[src/rtl/core/tce_pkg.sv]
// Shared types and constants for the telemetry CBOR encoder.
// No dependencies; imported by every module of the block.
`default_nettype none

package tce_pkg;

    localparam logic [15:0] CAP_RESET     = 16'd512;
    localparam int          MAX_PAIRS_DEF = 23;

    // one input word as held in the input register
    typedef struct packed {
        logic        mode;
        logic        has_ident;
        logic        has_timestamp;
        logic        has_voltage;
        logic        has_current;
        logic [7:0]  pair_count;
        logic [15:0] ident;
        logic [31:0] timestamp;
        logic [31:0] voltage_bits;
        logic [31:0] current_bits;
        logic [31:0] freq_bits;
        logic [31:0] amp_bits;
    } t_item;

    // one output word
    typedef struct packed {
        logic [7:0] out_byte;
        logic       last;
        logic       overflow;
    } t_result;

endpackage

`default_nettype wire

[src/rtl/core/tce_inreg.sv]
// Input holding register of the telemetry CBOR encoder.
// Depends on tce_pkg for the item type.
`default_nettype none

module tce_inreg (
    input  wire             i_clk,
    input  wire             i_rst_n,
    input  wire             i_valid,
    output logic            o_stall,
    input  tce_pkg::t_item  i_item,
    input  wire             i_take,
    output logic            o_valid,
    output tce_pkg::t_item  o_item
);
    import tce_pkg::*;

    logic  r_valid;
    t_item r_item;
    logic  accept;

    assign o_stall = r_valid && !i_take;
    assign accept  = i_valid && !o_stall;
    assign o_valid = r_valid;
    assign o_item  = r_item;

    always_ff @(posedge i_clk) begin
        if (!i_rst_n) begin
            r_valid <= 1'b0;
        end else if (accept) begin
            r_valid <= 1'b1;
        end else if (i_take) begin
            r_valid <= 1'b0;
        end
    end

    always_ff @(posedge i_clk) begin
        if (accept) begin
            r_item <= i_item;
        end
    end

endmodule

`default_nettype wire

[src/rtl/core/tce_seq.sv]
// Telemetry CBOR encoder byte sequencer; depends on tce_pkg. Walks one
// item's segments, one byte per cycle unless stalled; keeps packet state.
`default_nettype none

module tce_seq #(
    parameter int MAX_PAIRS = tce_pkg::MAX_PAIRS_DEF
) (
    input  wire               i_clk,
    input  wire               i_rst_n,
    input  wire               i_valid,
    input  tce_pkg::t_item    i_item,
    input  wire               i_out_free,
    input  wire  [15:0]       i_capacity,
    output logic              o_take,
    output logic              o_push,
    output tce_pkg::t_result  o_res
);
    import tce_pkg::*;

    localparam int PW = $clog2(MAX_PAIRS + 1);

    localparam logic [2:0] SEG_MAP  = 3'd0;
    localparam logic [2:0] SEG_ID   = 3'd1;
    localparam logic [2:0] SEG_TS   = 3'd2;
    localparam logic [2:0] SEG_V    = 3'd3;
    localparam logic [2:0] SEG_I    = 3'd4;
    localparam logic [2:0] SEG_FFT  = 3'd5;
    localparam logic [2:0] SEG_PAIR = 3'd6;
    localparam logic [2:0] SEG_NONE = 3'd7;

    localparam logic [7:0] MAP_HDR  = 8'hA0;
    localparam logic [7:0] TXT1     = 8'h61;
    localparam logic [7:0] TXT2     = 8'h62;
    localparam logic [7:0] TXT3     = 8'h63;
    localparam logic [7:0] UINT16   = 8'h19;
    localparam logic [7:0] UINT32   = 8'h1A;
    localparam logic [7:0] FLOAT32  = 8'hFA;
    localparam logic [7:0] ARR_HDR  = 8'h80;
    localparam logic [7:0] ARR2     = 8'h82;
    localparam logic [7:0] CH_I     = 8'h69;
    localparam logic [7:0] CH_D     = 8'h64;
    localparam logic [7:0] CH_T     = 8'h74;
    localparam logic [7:0] CH_V     = 8'h76;
    localparam logic [7:0] CH_F     = 8'h66;

    logic          r_active;
    logic [2:0]    r_seg;
    logic [3:0]    r_off;
    logic [15:0]   r_byte_count;
    logic [PW-1:0] r_pairs_left;
    logic          r_aborted;
    logic          r_final;

    logic          n_active;
    logic [2:0]    n_seg;
    logic [3:0]    n_off;
    logic [15:0]   n_byte_count;
    logic [PW-1:0] n_pairs_left;
    logic          n_aborted;
    logic          n_final;

    logic          is_hdr;
    logic          start;
    logic          drop;
    logic          work;
    logic          over;
    logic [PW-1:0] cnt;
    logic [2:0]    keys;
    logic [5:1]    pres;
    logic [2:0]    cur_seg;
    logic [3:0]    cur_off;
    logic [3:0]    seg_last;
    logic          seg_end;
    logic [2:0]    nxt;
    logic          item_end;
    logic [15:0]   cnt_eff;
    logic          final_eff;
    logic [7:0]    cur_byte;
    logic [3:0]    rel;

    function automatic logic [7:0] wbyte(input logic [31:0] w, input logic [1:0] k);
        logic [7:0] b;
        case (k)
            2'd0:    b = w[7:0];
            2'd1:    b = w[15:8];
            2'd2:    b = w[23:16];
            default: b = w[31:24];
        endcase
        return b;
    endfunction

    always_comb begin
        is_hdr  = !i_item.mode;
        start   = i_valid && !r_active;
        drop    = start && !is_hdr && (r_aborted || (r_pairs_left == '0));
        work    = i_valid && !drop && i_out_free;

        // clamp the pair count
        if (i_item.pair_count > 8'(MAX_PAIRS)) begin
            cnt = PW'(MAX_PAIRS);
        end else begin
            cnt = i_item.pair_count[PW-1:0];
        end

        pres = {(cnt != '0), i_item.has_current, i_item.has_voltage,
                i_item.has_timestamp, i_item.has_ident};
        keys = {2'b0, pres[1]} + {2'b0, pres[2]} + {2'b0, pres[3]}
             + {2'b0, pres[4]} + {2'b0, pres[5]};

        cur_seg   = r_active ? r_seg : (is_hdr ? SEG_MAP : SEG_PAIR);
        cur_off   = r_active ? r_off : 4'd0;
        cnt_eff   = (!r_active && is_hdr) ? 16'd0 : r_byte_count;
        final_eff = r_active ? r_final
                             : (is_hdr ? (cnt == '0) : (r_pairs_left == PW'(1)));

        case (cur_seg)
            SEG_MAP:  seg_last = 4'd0;
            SEG_ID:   seg_last = 4'd5;
            SEG_FFT:  seg_last = 4'd4;
            SEG_PAIR: seg_last = 4'd10;
            default:  seg_last = 4'd6;
        endcase
        seg_end = (cur_off == seg_last);

        // lowest present segment after the current one
        nxt = SEG_NONE;
        for (int k = 5; k >= 1; k--) begin
            if (pres[k] && (3'(k) > cur_seg)) begin
                nxt = 3'(k);
            end
        end
        item_end = seg_end && (nxt == SEG_NONE);

        over = (cnt_eff >= i_capacity);

        // byte at the current segment and offset
        rel = 4'd0;
        case (cur_seg)
            SEG_MAP: begin
                cur_byte = MAP_HDR | {5'b0, keys};
            end
            SEG_ID: begin
                case (cur_off)
                    4'd0:    cur_byte = TXT2;
                    4'd1:    cur_byte = CH_I;
                    4'd2:    cur_byte = CH_D;
                    4'd3:    cur_byte = UINT16;
                    4'd4:    cur_byte = i_item.ident[15:8];
                    default: cur_byte = i_item.ident[7:0];
                endcase
            end
            SEG_TS: begin
                rel = 4'd6 - cur_off;
                case (cur_off)
                    4'd0:    cur_byte = TXT1;
                    4'd1:    cur_byte = CH_T;
                    4'd2:    cur_byte = UINT32;
                    default: cur_byte = wbyte(i_item.timestamp, rel[1:0]);
                endcase
            end
            SEG_V: begin
                rel = 4'd6 - cur_off;
                case (cur_off)
                    4'd0:    cur_byte = TXT1;
                    4'd1:    cur_byte = CH_V;
                    4'd2:    cur_byte = FLOAT32;
                    default: cur_byte = wbyte(i_item.voltage_bits, rel[1:0]);
                endcase
            end
            SEG_I: begin
                rel = 4'd6 - cur_off;
                case (cur_off)
                    4'd0:    cur_byte = TXT1;
                    4'd1:    cur_byte = CH_I;
                    4'd2:    cur_byte = FLOAT32;
                    default: cur_byte = wbyte(i_item.current_bits, rel[1:0]);
                endcase
            end
            SEG_FFT: begin
                case (cur_off)
                    4'd0:    cur_byte = TXT3;
                    4'd1:    cur_byte = CH_F;
                    4'd2:    cur_byte = CH_F;
                    4'd3:    cur_byte = CH_T;
                    default: cur_byte = ARR_HDR | 8'(cnt);
                endcase
            end
            default: begin
                if (cur_off <= 4'd5) begin
                    rel = 4'd5 - cur_off;
                end else begin
                    rel = 4'd10 - cur_off;
                end
                case (cur_off)
                    4'd0:                      cur_byte = ARR2;
                    4'd1, 4'd6:                cur_byte = FLOAT32;
                    4'd2, 4'd3, 4'd4, 4'd5:    cur_byte = wbyte(i_item.freq_bits, rel[1:0]);
                    default:                   cur_byte = wbyte(i_item.amp_bits, rel[1:0]);
                endcase
            end
        endcase

        o_push = work;
        o_take = drop || (work && (over || item_end));
        if (over) begin
            o_res = '{out_byte: 8'd0, last: 1'b1, overflow: 1'b1};
        end else begin
            o_res = '{out_byte: cur_byte, last: final_eff && item_end, overflow: 1'b0};
        end
    end

    always_comb begin
        n_active     = r_active;
        n_seg        = r_seg;
        n_off        = r_off;
        n_byte_count = r_byte_count;
        n_pairs_left = r_pairs_left;
        n_aborted    = r_aborted;
        n_final      = r_final;
        if (work) begin
            if (start) begin
                n_final = final_eff;
                if (is_hdr) begin
                    n_pairs_left = cnt;
                    n_aborted    = 1'b0;
                end else begin
                    n_pairs_left = r_pairs_left - PW'(1);
                end
            end
            if (over) begin
                n_byte_count = cnt_eff;
                n_aborted    = 1'b1;
                n_pairs_left = '0;
                n_active     = 1'b0;
            end else begin
                n_byte_count = cnt_eff + 16'd1;
                n_active     = !item_end;
                if (seg_end) begin
                    n_seg = nxt;
                    n_off = 4'd0;
                end else begin
                    n_seg = cur_seg;
                    n_off = cur_off + 4'd1;
                end
            end
        end
    end

    always_ff @(posedge i_clk) begin
        if (!i_rst_n) begin
            r_active     <= 1'b0;
            r_seg        <= SEG_MAP;
            r_off        <= 4'd0;
            r_byte_count <= 16'd0;
            r_pairs_left <= '0;
            r_aborted    <= 1'b0;
            r_final      <= 1'b0;
        end else begin
            r_active     <= n_active;
            r_seg        <= n_seg;
            r_off        <= n_off;
            r_byte_count <= n_byte_count;
            r_pairs_left <= n_pairs_left;
            r_aborted    <= n_aborted;
            r_final      <= n_final;
        end
    end

endmodule

`default_nettype wire

[src/rtl/core/tce_outreg.sv]
// Output register of the telemetry CBOR encoder.
// Depends on tce_pkg for the result type.
`default_nettype none

module tce_outreg (
    input  wire               i_clk,
    input  wire               i_rst_n,
    input  wire               i_push,
    input  tce_pkg::t_result  i_res,
    output logic              o_free,
    output logic              o_valid,
    input  wire               i_stall,
    output tce_pkg::t_result  o_res
);
    import tce_pkg::*;

    logic    r_valid;
    t_result r_res;

    assign o_free  = !r_valid || !i_stall;
    assign o_valid = r_valid;
    assign o_res   = r_res;

    always_ff @(posedge i_clk) begin
        if (!i_rst_n) begin
            r_valid <= 1'b0;
        end else if (o_free) begin
            r_valid <= i_push;
        end
    end

    always_ff @(posedge i_clk) begin
        if (o_free && i_push) begin
            r_res <= i_res;
        end
    end

endmodule

`default_nettype wire

[src/rtl/core/telemetry_cbor_encoder_unit.sv]
// Top level of the telemetry CBOR encoder: input register, byte sequencer,
// output register and the capacity register. Depends on tce_pkg and all tce_ modules.
//
// Usage:
//  - Input channel (i_in_valid / o_in_stall): one word is a header record
//    (i_mode 0) or one spectrum pair (i_mode 1). A word is taken at a clock
//    edge with valid high and stall low.
//  - Output channel (o_out_valid / i_out_stall): one word is one CBOR byte
//    with its last and overflow marks, held steady while stalled.
//  - Config: i_cfg_we writes i_cfg_data into the packet capacity in bytes.
//    Write only while the block is idle.
//  - Path: input register, combinational sequencer, then output register.
//  - Throughput: one byte per cycle while the output is not stalled; the
//    byte sequencer is the limit. A pair word gives at most 11 bytes and a
//    header word 1 to 33. A surplus pair word is dropped without a byte. The
//    next word is taken on the cycle the final byte enters the output register.
//  - Overflow: when a byte would pass the capacity, drop the rest of the
//    word, emit one byte 0 with last and overflow set, and drop later pairs
//    until the next header.
//  - Reset: clears both registers' valid flags, the packet state, and sets
//    the capacity to 512 bytes.
//  - Stall: the output register holds its word; the sequencer freezes and
//    the input register fills, then raises o_in_stall.
`default_nettype none

module telemetry_cbor_encoder_unit #(
    parameter int MAX_PAIRS = tce_pkg::MAX_PAIRS_DEF
) (
    input  wire         i_clk,
    input  wire         i_rst_n,
    // configuration
    input  wire         i_cfg_we,
    input  wire  [15:0] i_cfg_data,
    // input channel
    input  wire         i_in_valid,
    output logic        o_in_stall,
    input  wire         i_mode,
    input  wire         i_has_ident,
    input  wire         i_has_timestamp,
    input  wire         i_has_voltage,
    input  wire         i_has_current,
    input  wire  [7:0]  i_pair_count,
    input  wire  [15:0] i_ident,
    input  wire  [31:0] i_timestamp,
    input  wire  [31:0] i_voltage_bits,
    input  wire  [31:0] i_current_bits,
    input  wire  [31:0] i_freq_bits,
    input  wire  [31:0] i_amp_bits,
    // output channel
    output logic        o_out_valid,
    input  wire         i_out_stall,
    output logic [7:0]  o_out_byte,
    output logic        o_last,
    output logic        o_overflow
);
    import tce_pkg::*;

    logic [15:0] r_capacity;

    t_item   in_item;
    t_item   held_item;
    logic    held_valid;
    logic    take;
    logic    push;
    logic    out_free;
    t_result seq_res;
    t_result out_res;

    // capacity register
    always_ff @(posedge i_clk) begin
        if (!i_rst_n) begin
            r_capacity <= CAP_RESET;
        end else if (i_cfg_we) begin
            r_capacity <= i_cfg_data;
        end
    end

    assign in_item = '{
        mode:          i_mode,
        has_ident:     i_has_ident,
        has_timestamp: i_has_timestamp,
        has_voltage:   i_has_voltage,
        has_current:   i_has_current,
        pair_count:    i_pair_count,
        ident:         i_ident,
        timestamp:     i_timestamp,
        voltage_bits:  i_voltage_bits,
        current_bits:  i_current_bits,
        freq_bits:     i_freq_bits,
        amp_bits:      i_amp_bits
    };

    tce_inreg u_inreg (
        .i_clk   (i_clk),
        .i_rst_n (i_rst_n),
        .i_valid (i_in_valid),
        .o_stall (o_in_stall),
        .i_item  (in_item),
        .i_take  (take),
        .o_valid (held_valid),
        .o_item  (held_item)
    );

    // walk the held word one byte per cycle while the output is free
    tce_seq #(
        .MAX_PAIRS (MAX_PAIRS)
    ) u_seq (
        .i_clk      (i_clk),
        .i_rst_n    (i_rst_n),
        .i_valid    (held_valid),
        .i_item     (held_item),
        .i_out_free (out_free),
        .i_capacity (r_capacity),
        .o_take     (take),
        .o_push     (push),
        .o_res      (seq_res)
    );

    tce_outreg u_outreg (
        .i_clk   (i_clk),
        .i_rst_n (i_rst_n),
        .i_push  (push),
        .i_res   (seq_res),
        .o_free  (out_free),
        .o_valid (o_out_valid),
        .i_stall (i_out_stall),
        .o_res   (out_res)
    );

    assign o_out_byte = out_res.out_byte;
    assign o_last     = out_res.last;
    assign o_overflow = out_res.overflow;

endmodule

`default_nettype wire
[config.mk]
export PLATFORM = sky130hd
export DESIGN_NAME = telemetry_cbor_encoder_unit
export DESIGN_NICKNAME = d
export VERILOG_FILES = /design/src/rtl/core/tce_pkg.sv /design/src/rtl/core/tce_inreg.sv /design/src/rtl/core/tce_seq.sv /design/src/rtl/core/tce_outreg.sv /design/src/rtl/core/telemetry_cbor_encoder_unit.sv
export SDC_FILE = /design/constraint.sdc
export NUM_CORES = 1
export LEC_CHECK = 0
export ABC_AREA = 1
export BUFFER_PORTS_ARGS = -buffer_cell sky130_fd_sc_hd__buf_2
export CORE_MARGIN = 2
export CORE_UTILIZATION = 50
export CTS_CLUSTER_DIAMETER = 30
export CTS_CLUSTER_SIZE = 10
export DETAILED_ROUTE_END_ITERATION = 8
export PLACE_DENSITY = 0.82
export SYNTH_ARGS = -nofsm -noshare
export SYNTH_HDL_FRONTEND = slang
export SYNTH_SLANG_ARGS = --single-unit
[constraint.sdc]
create_clock -name i_clk -period 7.7 [get_ports i_clk]
set_clock_uncertainty 0.2 [all_clocks]
set_input_delay 0.385 -clock i_clk [delete_from_list [all_inputs] [get_ports i_clk]]
set_output_delay 0.385 -clock i_clk [all_outputs]
set_load 0.005 [all_outputs]
## Word level (Yosys, flattened, before mapping)

Cells that the tools add are included.

- Muxes and demuxes: 40
- Shifts and indexed selects: 0
- Add/subtract/negate cells: 10
- Bitwise logic cells: 1
- Divide/modulo/power cells: 0
- $lt $le $gt $ge: 8
- Multipliers: 0
- Equal/unequal tests: 20
- Reductions and logical operators: 46

Operators with widths:

| operator | number |
|---|---|
| $pmux W8 S3 | 10 |
| $pmux W8 S6 | 1 |
| $pmux W8 S5 | 1 |
| $mux W16 | 2 |
| $mux W5 | 4 |
| $mux W3 | 6 |
| $logic_and A1 B1 Y1 | 17 |
| $add A16 B1 Y16 const B | 1 |
| $ge A16 B16 Y1 | 1 |
| $pmux W4 S4 | 1 |
| $eq A3 B3 Y1 const B | 4 |
| $eq A4 B3 Y1 const B | 3 |
| $logic_not A5 Y1 | 2 |
| $add A3 B1 Y3 | 3 |
| $mux W1 | 9 |
| $eq A4 B2 Y1 const B | 2 |
| $gt A8 B5 Y1 const B | 1 |
| $logic_not A1 Y1 | 8 |
| $mux W2 | 4 |
| $mux W4 | 2 |
| $eq A3 B2 Y1 const B | 2 |
| $gt A2 B3 Y1 const A | 2 |
| $gt A3 B3 Y1 const A | 2 |
| $reduce_and A2 Y1 | 3 |
| 25 further kinds | 34 |

- Logic and storage cells: 150
- Memory bits (writable): 0
- Bits in read-only memories: 0
- Flip-flop bits (word level): 248
- Bits in latches: 0
- Output and inout port bits: 12
- Memories kept: 0

## Longest topological paths before layout

- Depth after elaboration: 19
- Gate-level depth with buffers: 19
- Depth with buffers taken out: 17

## Modules after synthesis

From an unflattened synthesis, not the netlist that was laid out.

- Cell total of the unflattened synthesis: 1258
- Area, all modules: 11852.6 µm²

Modules (own cells, without submodules):

| module | cells an instance | area an instance (µm²) | instances |
|---|---|---|---|
| tce_inreg | 197 | 5725.5 | 1 |
| tce_seq | 945 | 5107.4 | 1 |
| telemetry_cbor_encoder_unit | 100 | 671.9 | 1 |
| tce_outreg | 16 | 347.8 | 1 |

## Worst setup path after synthesis

Ideal clock, no wire load.

- Path type: reg-to-reg
- Start point: reg u_inreg.r_item, in the netlist u_inreg.o_item[188]
- End point: reg u_inreg.r_item, in the netlist u_inreg.o_item[0], enable pin
- Setup time: 0.589 ns
- Arrival time: 6.674 ns
- Path slack: 0.237 ns
- Cell stages (with the launch flop): 19
- Data required time: 6.911 ns
- Path through: edfxtp_1 nor2_4 buf_6 nor2_1 ha_1 inv_1 nor2_1 o21ai_0 nand2_1 nand2_1 nand2_1 nand2_1 nand2_1 nor2_2 nand2_1 nand2_2 nand2_2 inv_2 nor2_2

- Cells in the longest elaborated chain, start to end: 18
- Elaborated cells on any way between the ends: 41
- Those cells by class: order compare (6); eq/ne (5); mux (9); reduce/logical (21)

RTL lines:

| what | RTL line | text |
|---|---|---|
| start, declared | tce_inreg.sv:18 | `t_item r_item;` |
| start signal, assigned | tce_inreg.sv:38 | `r_item <= i_item;` |
| $mux W3 (2 in series) | tce_seq.sv:110 | `cur_seg = r_active ? r_seg : (is_hdr ? SEG_MAP : SEG_PAIR);` |
| $gt A3 B3 Y1 | tce_seq.sv:128 | `if (pres[k] && (3'(k) > cur_seg)) begin` |
| $logic_and A1 B1 Y1 | tce_seq.sv:128 |  |
| $mux W2 (2 in series) | tce_seq.sv:128 |  |
| $mux W3 (3 in series) | tce_seq.sv:128 |  |
| $eq A3 B3 Y1 | tce_seq.sv:132 | `item_end = seg_end && (nxt == SEG_NONE);` |
| $logic_and A1 B1 Y1 | tce_seq.sv:132 |  |
| $logic_or A1 B1 Y1 | tce_seq.sv:204 | `o_take = drop \|\| (work && (over \|\| item_end));` |
| $logic_and A1 B1 Y1 | tce_seq.sv:204 |  |
| $logic_or A1 B1 Y1 * | tce_seq.sv:204 |  |
| $logic_not A1 Y1 * | tce_inreg.sv:21 | `assign o_stall = r_valid && !i_take;` |
| $logic_and A1 B1 Y1 * | tce_inreg.sv:21 |  |
| named net o_in_stall | telemetry_cbor_encoder_unit.sv:36 | `output logic o_in_stall,` |
| $logic_not A1 Y1 * | tce_inreg.sv:22 | `assign accept = i_valid && !o_stall;` |
| $logic_and A1 B1 Y1 * | tce_inreg.sv:22 |  |
| named net u_inreg.accept | tce_inreg.sv:19 | `logic accept;` |

The timed path passes the listed nets; every way through them passes the cells marked *.
A chain may end at the register's enable or synchronous reset.

## Final worst setup path

- Start point: reg u_seq.r_active
- End point: reg u_outreg.r_res, in the netlist u_outreg.o_res[9] (data pin)

- Cells in the longest elaborated chain, start to end: 8
- Elaborated cells on any way between the ends: 46
- Those cells by class: add/sub (3); order compare (2); eq/ne (15); mux (17); reduce/logical (9)

RTL lines:

| what | RTL line | text |
|---|---|---|
| start, declared | tce_seq.sv:46 | `logic r_active;` |
| start signal, assigned | tce_seq.sv:259 | `r_active <= n_active;` |
| $mux W4 | tce_seq.sv:111 | `cur_off = r_active ? r_off : 4'd0;` |
| $le A4 B3 Y1, or another cell as far along | tce_seq.sv:189 | `if (cur_off <= 4'd5) begin` |
| $mux W2 | tce_seq.sv:189 |  |
| $mux W2 | tce_seq.sv:138 | `case (cur_seg)` |
| $eq A2 B2 Y1, or another cell as far along | tce_seq.sv:83 | `case (k)` |
| $pmux W8 S3 | tce_seq.sv:83 |  |
| $pmux W8 S3 | tce_seq.sv:194 | `case (cur_off)` |
| $pmux W8 S6 | tce_seq.sv:138 |  |
| end signal, assigned | tce_outreg.sv:34 | `r_res <= i_res;` |
| end, declared | tce_outreg.sv:18 | `t_result r_res;` |

Parallel ways exist; a longest one is shown, timed or not. The select of a mux whose other input is x is not followed.

==> flow_metrics.tcl <==
set metrics [dict create \
    drive_gt1_share_pct 21.9 \
    rows 55 \
    met2_usage_pct 56.1 \
    die_h_microns 156 \
    final_nets 1851 \
    design_area_sq_um 16400 \
    io_pins 222 \
    setup_viol 0 \
    antenna_left 0 \
    cts_made_buffers 46 \
    vias 10808 \
    yosysUniqueCellTypes 43 \
    synth_top_area_cell "edfxtp_1" \
    cp_max_fo 29 \
    fin_crit_ns 4.79 \
    synth_area_sq_um 11500 \
    cts.path.max_buffers 3 \
    violations "hold timing" \
    cpPeakStageDelay_ns 0.87 \
    yosysSeqAreaShare_pct 60.4 \
    synth-adder-area-share_pct 3.39 \
    crit_required_ns 7.78 \
    die_w_microns 156 \
    cts_tree "built" \
    synth_xor_area_share_pct 0.532 \
    gp_congestion 0.894 \
    grt_pass1_vias 11197 \
    worst_ep_arrival_time_ns 4.86 \
    endpoint_kind "flip-flop" \
    fmax_mhz 209 \
    grtUsageMet3_pct 6.19 \
    postSynthCellCount 1164 \
    yosysTopAreaCellShare_pct 51.9 \
    final_max_slew_viol_count 0 \
    insertion_delay_ns 0.55 \
    p_int_mw 3.11 \
    avgSynthCellArea_sq_um 9.89 \
    timing.hold.ws_ns -0.00371 \
    slew_headroom_pct 21.4 \
    synthMuxAreaShare_pct 0 \
    syn_nets 1404 \
    pwr-share-comb_pct 12.4 \
    ys.flop_type "edfxtp_1" \
    wl_per_cell_microns 19.9 \
    drc 0 \
    clock_sinks 248 \
    p_sw_mw 1.08 \
    placed_area_sq_um 12800 \
    grt_max_degree 190 \
    synthTopCellsByArea "edfxtp_1 (52%), nand2_1 (9.5%), dfxtp_1 (8.5%)" \
    crit_slowest_cell "ha_1" \
    fin_crit_sh_pct 62.2 \
    cts_setup_buffers 0 \
    swShare_pct 25.9 \
    p_clk_share_pct 48.6 \
    drt_iter0_drc 1182 \
    start_kind "flip-flop" \
    io_buffers 221 \
    setup_tns_ns 0 \
    busiest_layer "met2" \
    wl_mm 38.4 \
    area_delta_synth_final_pct 42.8 \
    hold_path_class "in -> reg" \
    rsz0062_at_grt "no" \
    drv_cap 0 \
    synth_top_family_by_area "simple AND/OR/NAND/NOR gates" \
    first_pass_iters 6 \
    grt_pass1_wl_mm 58.3 \
    antenna_found_initial 2 \
    path_cells "nand2_1 > inv_1 > ha_1 > inv_1 > nor2_1 > inv_2 > nand4_2 > inv_1 > o21a_1 > a21oi_1 > a21oi_1" \
    path_class "reg -> reg" \
    cts.htree.levels 2 \
    synth_enable_flop_cells 199 \
    crit_family "buffers and inverters" \
    die_area_sq_um 24300 \
    initial_core_util_pct 50.9 \
    track_usage_pct 31.4 \
    powerDensity_nw_per_um2 255 \
    gr-total-overflow 0 \
    status "complete, but fails checks" \
    ir_drop_mv 0.212 \
    crit_top_cell "inv_1" \
    viasPerCell 5.59 \
    pwr-share-seq_pct 39.1 \
    coreArea_sq_um 22600 \
    dp_hpwl_mm 20.1 \
    worst_pin_slew_ns 1.18 \
    synth_compound_area_share_pct 8.62 \
    hold_viol_final 1 \
    worst-path-buf-inv 4 \
    synth-async-reset-ratio_pct 0 \
    synthSimpleGateAreaFrac_pct 21.9 \
    cts_root_buffer "clkbuf_16" \
    p_leak_nw 6.97 \
    clk_pin_slew_worst_paths_ns 0.05 \
    use_met1_pct 34.1 \
    synth_warnings 0 \
    synth-seq-cells 248 \
]
[layer usage]
metal | vias to the layer above | routed length, microns
met3 | 181 | 3340
met4 | 0 | 2600
met1 | 5028 | 13100
met5 | - | 0
met2 | 718 | 19400
li1 | 4881 | -
[stage by stage]
step | hold slack [ns] | power (mW) | instances | util [%] | setup WS, ns
5_1_grt | 0.0203 | 4.30 | 1932 | 72.7 | 2.51
2_1_floorplan | 0.240 | 1.91 | 1164 | - | 0.237
6_report | -0.00371 | 4.19 | 1932 | 72.7 | 2.91
4_1_cts | 0.00228 | 4.11 | 1930 | 72.6 | 3.02
3_3_place_gp | 0.252 | 2.04 | 1640 | 56.7 | 3.22
3_5_place_dp | 0.261 | 2.06 | 1640 | 56.7 | 3.04
[power by group through the flow]
stage | sequential, mW | combinational (mW) | clock, mW
2_1_floorplan | 1.65 | 0.263 | 0
3_3_place_gp | 1.65 | 0.398 | 0
3_5_place_dp | 1.65 | 0.407 | 0
4_1_cts | 1.63 | 0.493 | 1.99
5_1_grt | 1.65 | 0.562 | 2.10
6_report | 1.64 | 0.519 | 2.04
[synth_stat cells (5+ instances only)]
| cell | number |
|---|---|
| nand2_1 | 290 |
| edfxtp_1 | 199 |
| nor2_1 | 114 |
| inv_1 | 93 |
| a21oi_1 | 79 |
| nand3_1 | 69 |
| o21ai_0 | 62 |
| dfxtp_1 | 49 |
| ha_1 | 28 |
| nand4_1 | 27 |
| clkbuf_1 | 19 |
| nand2_2 | 14 |
| inv_2 | 10 |
| nor2_2 | 10 |
| a31oi_1 | 9 |
| nand2_4 | 9 |
| nor2_4 | 9 |
| buf_6 | 7 |
| o21ai_1 | 7 |
| o211ai_1 | 5 |
| o21a_1 | 5 |
[kinds of logic after synthesis]
group                      Yosys count
DFF                                248
AOI/OAI and AO/OA                  182
and+or+nand+nor                    558
adders and majority gates           30
buffers and inverters              139
xor gates and xnor gates             7
[worst register-to-register path, cell delays in order, from the launching register on]
cell and delay (ns):
dfxtp_1 0.72, nand2_1 0.31, inv_1 0.23, ha_1 0.87
inv_1 0.75, nor2_1 0.45, inv_2 0.15, nand4_2 0.28
inv_1 0.16, o21a_1 0.21, a21oi_1 0.13, a21oi_1 0.09
[area by class of cell]
class,count,area [sq um]
multi-input cells,777,3980
fillers,1371,6190
flip-flops and latches,248,6960
clock inverters,30,333
inverters,106,405
clock buffers,52,1190
well taps,285,357
repair buffers,432,3220
diodes,2,5.00
[registers in the layout, summed over array words and instances, names as in the netlist, 3 cells and up]
name	count
u_inreg.o_item	189
r_capacity	16
u_seq.r_byte_count	16
u_outreg.o_res	10
u_seq.r_pairs_left	5
u_seq.r_off	4
u_seq.r_seg	3
[path summary, 6_finish.rpt]
check	startpoint	end	slack [ns]	cells after the start
worst max-delay path	u_seq.r_active$_SDFFE_PN0P_	u_outreg.o_res[9]$_SDFFCE_PP0P_	2.91	11
worst min-delay path	i_cfg_data[1]	r_capacity[1]$_SDFFE_PN0P_	-0.004	3
worst max register to register	u_seq.r_active$_SDFFE_PN0P_	u_outreg.o_res[9]$_SDFFCE_PP0P_	2.91	11
worst min register to register	r_capacity[14]$_SDFFE_PN0P_	r_capacity[14]$_SDFFE_PN0P_	0.27	2
[timing repair]
item	4_1_cts	5_1_grt
hold buffers	208	0
gates resized for setup	0	0
endpoints found under the hold margin	205	0
[placed cells by master, fill, tap and decap left out, drive strengths merged]
master	n
nand3b	1
clkinvlp	4
o21bai	1
fa	2
or2	5
bufinv	6
nor2	135
ha	28
a22oi	4
edfxtp	199
a21oi	79
a41oi	2
nor3b	1
o21ai	70
clkinv	17
xor2	4
clkbuf	52
dfxtp	49
nand4	28
a211oi	4
nor3	4
nand2	313
xnor2	3
buf	224
a21boi	3
diode	2
o21a	5
o211ai	5
dlygate4sd3	208
inv	109
nand3	71
a31oi	9
No activity file was read; power rests on OpenSTA's default activity.
